<file path="config.mk">
export PLATFORM = sky130hd
export DESIGN_NAME = postfix_stack_evaluator
export DESIGN_NICKNAME = d
export VERILOG_FILES = /design/src/hdl/pse_pkg.sv /design/src/hdl/pse_front.sv /design/src/hdl/pse_div.sv /design/src/hdl/pse_back.sv /design/src/hdl/postfix_stack_evaluator.sv
export SDC_FILE = /design/constraint.sdc
export NUM_CORES = 2
export LEC_CHECK = 0
export BUFFER_PORTS_ARGS = -buffer_cell sky130_fd_sc_hd__clkbuf_2
export CAP_MARGIN = 30
export CORE_AREA = 2 2 482 388
export CTS_BUF_LIST = sky130_fd_sc_hd__clkbuf_8
export DETAILED_ROUTE_END_ITERATION = 10
export DIE_AREA = 0 0 484 390
export PLACE_DENSITY = 0.63
export SYNTH_ARGS = -nofsm -noshare
export SYNTH_HDL_FRONTEND = slang
export SYNTH_SLANG_ARGS = --single-unit
export TNS_END_PERCENT = 30
</file>
<file path="constraint.sdc">
create_clock -name aclk -period 12.13 [get_ports aclk]
set_input_delay 0 -clock aclk [delete_from_list [all_inputs] [get_ports aclk]]
set_output_delay 0 -clock aclk [all_outputs]
set_load 0.005 [all_outputs]
</file>
<file path="src/hdl/pse_pkg.sv">
package pse_pkg;

    localparam int DEFAULT_STACK_DEPTH = 16;
    localparam int DATA_W = 32;
    localparam int TYPE_W = 3;
    localparam int STATUS_W = 2;

    localparam logic [TYPE_W-1:0] OP_PUSH = 3'd0;
    localparam logic [TYPE_W-1:0] OP_ADD  = 3'd1;
    localparam logic [TYPE_W-1:0] OP_SUB  = 3'd2;
    localparam logic [TYPE_W-1:0] OP_MUL  = 3'd3;
    localparam logic [TYPE_W-1:0] OP_DIV  = 3'd4;

    localparam logic [STATUS_W-1:0] ST_OK        = 2'd0;
    localparam logic [STATUS_W-1:0] ST_UNDERFLOW = 2'd1;
    localparam logic [STATUS_W-1:0] ST_DIVZERO   = 2'd2;
    localparam logic [STATUS_W-1:0] ST_OVERFLOW  = 2'd3;

    // Request token as queued by the front end
    typedef struct packed {
        logic [TYPE_W-1:0]        kind;
        logic signed [DATA_W-1:0] value;
        logic                     last;
    } pse_tok_t;

    // Saturate a 64-bit signed value to 32 bits
    function automatic logic signed [DATA_W-1:0] sat32(input logic signed [63:0] v);
        logic signed [DATA_W-1:0] r;
        if (v > 64'sh0000_0000_7FFF_FFFF) begin
            r = 32'sh7FFF_FFFF;
        end else if (v < -64'sh0000_0000_8000_0000) begin
            r = 32'sh8000_0000;
        end else begin
            r = v[DATA_W-1:0];
        end
        return r;
    endfunction

endpackage

</file>
<file path="src/hdl/pse_front.sv">
module pse_front (
    input  logic                    aclk,
    input  logic                    aresetn,
    input  logic [2:0]              s_req_type,
    input  logic signed [31:0]      s_operand_value,
    input  logic                    s_last_token,
    input  logic                    s_valid,
    output logic                    s_ready,
    output pse_pkg::pse_tok_t       q_data,
    output logic                    q_valid,
    input  logic                    q_ready
);
    import pse_pkg::*;

    // Two-entry queue toward the back end
    pse_tok_t   buf_reg [2];
    logic       wp_reg, rp_reg, wp_next, rp_next;
    logic [1:0] cnt_reg, cnt_next;
    logic       push, pop;

    assign s_ready = (cnt_reg != 2'd2);
    assign q_valid = (cnt_reg != 2'd0);
    assign q_data  = buf_reg[rp_reg];
    assign push    = s_valid && s_ready;
    assign pop     = q_valid && q_ready;

    always_comb begin
        wp_next  = wp_reg ^ push;
        rp_next  = rp_reg ^ pop;
        cnt_next = cnt_reg + {1'b0, push} - {1'b0, pop};
    end

    // Store request
    always_ff @(posedge aclk) begin
        if (push) begin
            buf_reg[wp_reg] <= '{kind: s_req_type, value: s_operand_value,
                                 last: s_last_token};
        end
    end

    always_ff @(posedge aclk) begin
        if (!aresetn) begin
            wp_reg  <= 1'b0;
            rp_reg  <= 1'b0;
            cnt_reg <= 2'd0;
        end else begin
            wp_reg  <= wp_next;
            rp_reg  <= rp_next;
            cnt_reg <= cnt_next;
        end
    end
endmodule

</file>
<file path="src/hdl/pse_div.sv">
module pse_div (
    input  logic               aclk,
    input  logic               aresetn,
    input  logic               start,
    input  logic signed [31:0] num,
    input  logic signed [31:0] den,
    output logic               done,
    output logic signed [31:0] quo
);
    import pse_pkg::*;

    // Restoring divide of |num|<<16 by |den|, one bit a cycle
    logic [47:0] q_reg, q_next;
    logic [32:0] r_reg, r_next;
    logic [31:0] d_reg;
    logic        neg_reg;
    logic [5:0]  n_reg, n_next;
    logic        busy_reg, busy_next;
    logic [32:0] trial;
    logic [48:0] mag;

    assign trial = {r_reg[31:0], q_reg[47]} - {1'b0, d_reg};

    always_comb begin
        q_next    = q_reg;
        r_next    = r_reg;
        n_next    = n_reg;
        busy_next = busy_reg;
        done      = 1'b0;
        if (busy_reg) begin
            if (trial[32]) begin
                r_next = {r_reg[31:0], q_reg[47]};
                q_next = {q_reg[46:0], 1'b0};
            end else begin
                r_next = trial;
                q_next = {q_reg[46:0], 1'b1};
            end
            n_next = n_reg - 6'd1;
            if (n_reg == 6'd1) begin
                busy_next = 1'b0;
            end
        end else if (n_reg == 6'd0 && !start) begin
            busy_next = 1'b0;
        end
        done = !busy_reg && (n_reg == 6'd0) && r_reg[32];
    end

    // Sign-apply and saturate quotient
    always_comb begin
        mag = {1'b0, q_reg};
        quo = sat32(neg_reg ? -$signed({15'd0, mag}) : $signed({15'd0, mag}));
    end

    always_ff @(posedge aclk) begin
        if (!aresetn) begin
            busy_reg <= 1'b0;
            n_reg    <= 6'd0;
            r_reg    <= '0;
        end else if (start) begin
            busy_reg <= 1'b1;
            n_reg    <= 6'd48;
            r_reg    <= '0;
        end else begin
            busy_reg <= busy_next;
            n_reg    <= n_next;
            r_reg    <= (busy_reg && n_reg == 6'd1) ? {1'b1, r_next[31:0]}
                        : (busy_reg ? {1'b0, r_next[31:0]} : {1'b0, r_reg[31:0]});
        end
    end

    always_ff @(posedge aclk) begin
        if (start) begin
            q_reg   <= {(num[31] ? 32'(-num) : 32'(num)), 16'd0};
            d_reg   <= den[31] ? 32'(-den) : 32'(den);
            neg_reg <= num[31] ^ den[31];
        end else if (busy_reg) begin
            q_reg <= q_next;
        end
    end
endmodule

</file>
<file path="src/hdl/pse_back.sv">
module pse_back #(
    parameter int STACK_DEPTH = pse_pkg::DEFAULT_STACK_DEPTH
) (
    input  logic               aclk,
    input  logic               aresetn,
    input  pse_pkg::pse_tok_t  q_data,
    input  logic               q_valid,
    output logic               q_ready,
    output logic signed [31:0] m_result_value,
    output logic [1:0]         m_status_code,
    output logic               m_valid,
    input  logic               m_ready
);
    import pse_pkg::*;

    localparam int AW = (STACK_DEPTH > 1) ? $clog2(STACK_DEPTH) : 1;
    localparam int PW = $clog2(STACK_DEPTH + 1);

    localparam logic [2:0] S_IDLE = 3'd0;
    localparam logic [2:0] S_RD   = 3'd1;
    localparam logic [2:0] S_EXEC = 3'd2;
    localparam logic [2:0] S_MUL  = 3'd3;
    localparam logic [2:0] S_DIV  = 3'd4;
    localparam logic [2:0] S_WB   = 3'd5;
    localparam logic [2:0] S_FIN  = 3'd6;
    localparam logic [2:0] S_OUT  = 3'd7;

    logic signed [31:0] mem [STACK_DEPTH];
    logic [2:0]         st_reg, st_next;
    logic [PW-1:0]      sp_reg, sp_next;
    logic [1:0]         err_reg, err_next;
    pse_tok_t           tok_reg;
    logic signed [31:0] t_reg, s_reg, res_reg, rd_reg;
    logic signed [63:0] prod_reg;
    logic               wr_en;
    logic [AW-1:0]      wr_addr, rd_addr;
    logic signed [31:0] wr_data;
    logic               div_start, div_done;
    logic signed [31:0] div_quo;
    logic [1:0]         rd_cnt_reg;
    logic signed [31:0] out_val_reg;
    logic [1:0]         out_st_reg;

    pse_div u_div (
        .aclk(aclk), .aresetn(aresetn), .start(div_start),
        .num(s_reg), .den(t_reg), .done(div_done), .quo(div_quo)
    );

    assign q_ready        = (st_reg == S_IDLE);
    assign m_valid        = (st_reg == S_OUT);
    assign m_result_value = out_val_reg;
    assign m_status_code  = out_st_reg;

    // Stack memory with registered read
    always_ff @(posedge aclk) begin
        if (wr_en) begin
            mem[wr_addr] <= wr_data;
        end
        rd_reg <= mem[rd_addr];
    end

    always_comb begin
        st_next   = st_reg;
        sp_next   = sp_reg;
        err_next  = err_reg;
        wr_en     = 1'b0;
        wr_addr   = AW'(sp_reg);
        wr_data   = res_reg;
        rd_addr   = AW'(sp_reg - PW'(1));
        div_start = 1'b0;
        case (st_reg)
            S_IDLE: begin
                if (q_valid) begin
                    st_next = S_RD;
                end
            end
            S_RD: begin
                // classify and dispatch the token
                if (err_reg != ST_OK || tok_reg.kind > OP_DIV) begin
                    st_next = S_FIN;
                end else if (tok_reg.kind == OP_PUSH) begin
                    if (sp_reg >= PW'(STACK_DEPTH)) begin
                        err_next = ST_OVERFLOW;
                    end else begin
                        wr_en   = 1'b1;
                        wr_data = tok_reg.value;
                        sp_next = sp_reg + PW'(1);
                    end
                    st_next = S_FIN;
                end else if (sp_reg < PW'(2)) begin
                    err_next = ST_UNDERFLOW;
                    st_next  = S_FIN;
                end else begin
                    rd_addr = AW'(sp_reg - PW'(1));
                    st_next = S_EXEC;
                end
            end
            S_EXEC: begin
                rd_addr = AW'(sp_reg - PW'(2));
                if (rd_cnt_reg == 2'd2) begin
                    sp_next = sp_reg - PW'(2);
                    case (tok_reg.kind)
                        OP_ADD, OP_SUB: st_next = S_WB;
                        OP_MUL:         st_next = S_MUL;
                        default: begin
                            if (t_reg == 32'sd0) begin
                                err_next = ST_DIVZERO;
                                st_next  = S_FIN;
                            end else begin
                                div_start = 1'b1;
                                st_next   = S_DIV;
                            end
                        end
                    endcase
                end
            end
            S_MUL: st_next = S_WB;
            S_DIV: begin
                if (div_done) begin
                    st_next = S_WB;
                end
            end
            S_WB: begin
                wr_en   = 1'b1;
                sp_next = sp_reg + PW'(1);
                st_next = S_FIN;
            end
            S_FIN: begin
                rd_addr = AW'(sp_reg - PW'(1));
                if (tok_reg.last) begin
                    if (err_reg == ST_OK && sp_reg == '0) begin
                        err_next = ST_UNDERFLOW;
                    end
                    st_next = (rd_cnt_reg == 2'd1) ? S_OUT : S_FIN;
                end else begin
                    st_next = S_IDLE;
                end
            end
            S_OUT: begin
                if (m_ready) begin
                    sp_next  = '0;
                    err_next = ST_OK;
                    st_next  = S_IDLE;
                end
            end
            default: st_next = S_IDLE;
        endcase
    end

    // Datapath registers
    always_ff @(posedge aclk) begin
        if (st_reg == S_IDLE && q_valid) begin
            tok_reg <= q_data;
        end
        // count cycles spent in S_EXEC or S_FIN, restart on every state change
        if (st_next != st_reg) begin
            rd_cnt_reg <= 2'd0;
        end else if (st_reg == S_EXEC || st_reg == S_FIN) begin
            rd_cnt_reg <= rd_cnt_reg + 2'd1;
        end else begin
            rd_cnt_reg <= 2'd0;
        end
        if (st_reg == S_EXEC && rd_cnt_reg == 2'd0) begin
            t_reg <= rd_reg;
        end
        if (st_reg == S_EXEC && rd_cnt_reg == 2'd1) begin
            s_reg <= rd_reg;
        end
        if (st_reg == S_EXEC && rd_cnt_reg == 2'd2) begin
            case (tok_reg.kind)
                OP_ADD:  res_reg <= sat32(64'(s_reg) + 64'(t_reg));
                OP_SUB:  res_reg <= sat32(64'(s_reg) - 64'(t_reg));
                default: res_reg <= res_reg;
            endcase
            prod_reg <= 64'(s_reg) * 64'(t_reg);
        end
        if (st_reg == S_MUL) begin
            res_reg <= sat32(prod_reg / 64'sd65536);
        end
        if (st_reg == S_DIV && div_done) begin
            res_reg <= div_quo;
        end
        if (st_reg == S_FIN && rd_cnt_reg == 2'd1) begin
            out_st_reg  <= err_next;
            out_val_reg <= (err_next == ST_OK) ? rd_reg : 32'sd0;
        end
    end

    always_ff @(posedge aclk) begin
        if (!aresetn) begin
            st_reg  <= S_IDLE;
            sp_reg  <= '0;
            err_reg <= ST_OK;
        end else begin
            st_reg  <= st_next;
            sp_reg  <= sp_next;
            err_reg <= err_next;
        end
    end
endmodule

</file>
<file path="src/hdl/postfix_stack_evaluator.sv">
// Sequence: a push is written to the stack in S_RD; an operator reads both
// operands in S_EXEC, passes S_MUL or the 48-step serial divider (S_DIV) and
// writes back in S_WB; a last token reads the stack top in S_FIN for output.
// Throughput: one token at a time in the back end; a two-entry queue lets
// the input keep accepting while the back end works, until both entries fill.
// Reset: synchronous, active-low aresetn empties the stack and clears errors.
module postfix_stack_evaluator #(
    parameter int STACK_DEPTH = pse_pkg::DEFAULT_STACK_DEPTH
) (
    input  logic               aclk,
    input  logic               aresetn,
    input  logic [2:0]         s_req_type,
    input  logic signed [31:0] s_operand_value,
    input  logic               s_last_token,
    input  logic               s_valid,
    output logic               s_ready,
    output logic signed [31:0] m_result_value,
    output logic [1:0]         m_status_code,
    output logic               m_valid,
    input  logic               m_ready
);
    import pse_pkg::*;

    pse_tok_t q_data;
    logic     q_valid, q_ready;

    pse_front u_front (
        .aclk(aclk), .aresetn(aresetn),
        .s_req_type(s_req_type), .s_operand_value(s_operand_value),
        .s_last_token(s_last_token), .s_valid(s_valid), .s_ready(s_ready),
        .q_data(q_data), .q_valid(q_valid), .q_ready(q_ready)
    );

    pse_back #(.STACK_DEPTH(STACK_DEPTH)) u_back (
        .aclk(aclk), .aresetn(aresetn),
        .q_data(q_data), .q_valid(q_valid), .q_ready(q_ready),
        .m_result_value(m_result_value), .m_status_code(m_status_code),
        .m_valid(m_valid), .m_ready(m_ready)
    );
endmodule
</file>
==> run summary <==
status - finished clean
CP peak stage delay - 0.99 ns
initial antenna violation count - 11
width of the die - 484 um
Worst-path clk slew - 0.07 ns
first-pass GRT wire length - 379.1 mm
main combinational cell family by area after synthesis - adder cells
critical path peak fanout - 20
CTS Root Cell - clkbuf_8
post-cts repair resize count - 0
slowest cell on the critical path - edfxtp_1
Starting Density - 44.79%
CTS Sinks - 983
Final GP Congestion - 1.016
WP data required - 12.78 ns
final count of hold timing violations - 0
count of warnings emitted by yosys - 0
Synth Area in XOR/XNOR - 3.159%
ys flop type - edfxtp_1
Crit Path Class - flip-flop to flip-flop
final setup violation count - 0
Syn Nets - 8791
H-tree depth - 4
row cnt - 141
IO buf count - 75
Routed WL per cell - 25.38 um
element type at the critical path end - flip-flop
CTS tree - yes
synthesized area - 82350 um^2
WHS Path Cells - 5
register bit count reported by yosys - 983
Worst EP arrival - 10.62 ns
mux contribution to synthesized area - 5.368%
Synth Area in Simple Gates - 11.52%
async set-reset flop share out of synthesis - 0%
Vias/cell - 5.673
most frequent CP cell - fa_1
largest net degree at the start of global routing - 97
Rel. slew slack - 27.75%
CTS Buf Count - 157
sequential-to-total area share from yosys stat - 34.58%
Worst setup SP type - flip-flop
Clock Skews - 0.07513 ns
clk buf depth - 3
fin crit period - 9.967 ns
fin. max-slew vios - 0
Least-Margin Pin Slew - 1.074 ns
# DRC - 0
overall die height - 390 um
IO Pins - 76
area fraction in compound gates after synthesis - 6.904%
Max Freq - 0.1003 GHz
synth-to-layout area growth - 9.182%
commonest non-fill, non-tap cell in the layout - inv_1
Core Region - 183800 um^2
Register-to-Register Path Depth - 28
number of flops mapped to enable cells by yosys - 879
Mapped Cells - 7363
post-synth cell types - 86
Synth Area in Adders - 30.98%
max reg flops - 512
TritonRoute pass-1 iters - 8
antenna viol nets, final - 0
Final TNS setup - 0 ns
fin nets - 8847
RSZ-0062 raised after global routing - no
Hold Path Class - input port to flip-flop
GRT overflow - 0
syn avg cell area - 11.18 um^2
routed vias - 56691
final worst path period share - 82.17%
DRT iter0 DRCs - 5648
all-layer global routing usage - 27.07%
vias in the first global route - 58130
most frequent cells in the layout - 1285 x inv_1, 1085 x fa_1, 879 x edfxtp_1, 644 x nand2_1, 490 x and2_1
share of cells above drive strength 1 - 9.707%
dpl hpwl - 186.9 mm
max_cap viols - 0
drt total wl - 253.6 mm
worst-skew pair later-pin latency - 0.95 ns
die area - 188800 um^2
## cells by family (layout without fill, tap and decap cells)
| kind of cell | count (synthesis) | in the layout |
|---|---|---|
| AO/OA/AOI/OAI | 887 | 887 |
| XOR/XNOR | 297 | 297 |
| adder cells (fa/ha/maj) | 1388 | 1388 |
| buffers and inverters | 1634 | 1822 |
| flip-flops | 983 | 983 |
| multiplexers | 273 | 273 |
| other | 0 | 11 |
| AND/OR/NAND/NOR | 1901 | 1901 |
## stage by stage
step | utilization [%] | instance area [um^2] | worst slack, ns | hold slack [ns] | cells
2_1_floorplan | - | 82350 | 3.777 | 0.09887 | 7363
3_3_place_gp | 46.50 | 85480 | 2.720 | 0.1882 | 9600
3_5_place_dp | 46.61 | 85670 | 2.528 | 0.1925 | 9611
4_1_cts | 48.86 | 89820 | 2.451 | 0.02237 | 9979
5_1_grt | 48.90 | 89890 | 1.955 | 0.1215 | 9986
6_report | 48.91 | 89910 | 2.163 | 0.1371 | 9993
## layout make-up
cell class / instances / area (um^2)
tap: 2431 / 3042
sequential: 983 / 28480
inverter: 1235 / 4636
clock inverter: 114 / 937.1
antenna: 11 / 27.53
multi-input combinational: 4746 / 47940
fill: 16514 / 93920
clock buffer: 177 / 2436
timing repair buffer: 296 / 2406
## critical path, delay by kind of cell, from the launching register on
kind / cells / cell delay (ns)
flops: 1 / 0.99
simple gates: 1 / 0.09
compound gates: 9 / 3.26
buf+inv: 7 / 0.91
xor+xnor: 1 / 0.10
fa+ha+maj: 10 / 4.30
## layer usage
metal  share of wire (%)  GRT usage (%)  vias to the layer above
met4                 3.7          9.359                        2
li1                    -              -                    24224
met3                  10          5.978                      410
met1                  42          38.50                    29332
met2                  44          41.02                     2723
met5              0.0051              0                        -
## cell usage after synthesis, types with 27 or more instances
cell	count	area share, %
inv_1	1228	5.6
fa_1	1085	26
edfxtp_1	879	32
nand2_1	645	2.9
and2_1	490	3.7
clkbuf_1	360	1.6
nor2_1	314	1.4
ha_1	303	4.6
a21oi_1	282	1.7
xnor2_1	188	2.0
o21ai_0	178	1.1
mux4_2	128	3.5
xor2_1	109	1.2
dfxtp_1	104	2.5
nand3_1	92	0.56
mux2i_1	76	0.92
o31ai_1	74	0.67
mux2_2	69	0.94
a21o_1	68	0.62
a211oi_1	63	0.57
nor2b_1	58	0.44
nor3_1	42	0.26
nand4_1	37	0.28
and3_1	35	0.27
nor4_1	34	0.26
nand2b_1	32	0.24
or3_1	31	0.24
a31oi_1	30	0.23
buf_1	30	0.14
o21a_1	27	0.25
## final timing paths
kind,slack (ns),start,end
max,2.16,u_back.s_reg[10],u_back.prod_reg[51]
min,0.14,s_valid,u_front.wp_reg
max reg2reg,2.16,u_back.s_reg[10],u_back.prod_reg[51]
min reg2reg,0.45,u_back.rd_cnt_reg[0],u_back.rd_cnt_reg[0]
## what timing repair did
| item | in CTS | in global routing |
|---|---|---|
| endpoints found under the hold margin | 186 | 0 |
| hold buffers | 77 | 0 |
| setup buffers | 0 | 0 |
Power is not shown: default switching activity piles up to over one toggle a cycle in this logic, so the estimate is an artifact.
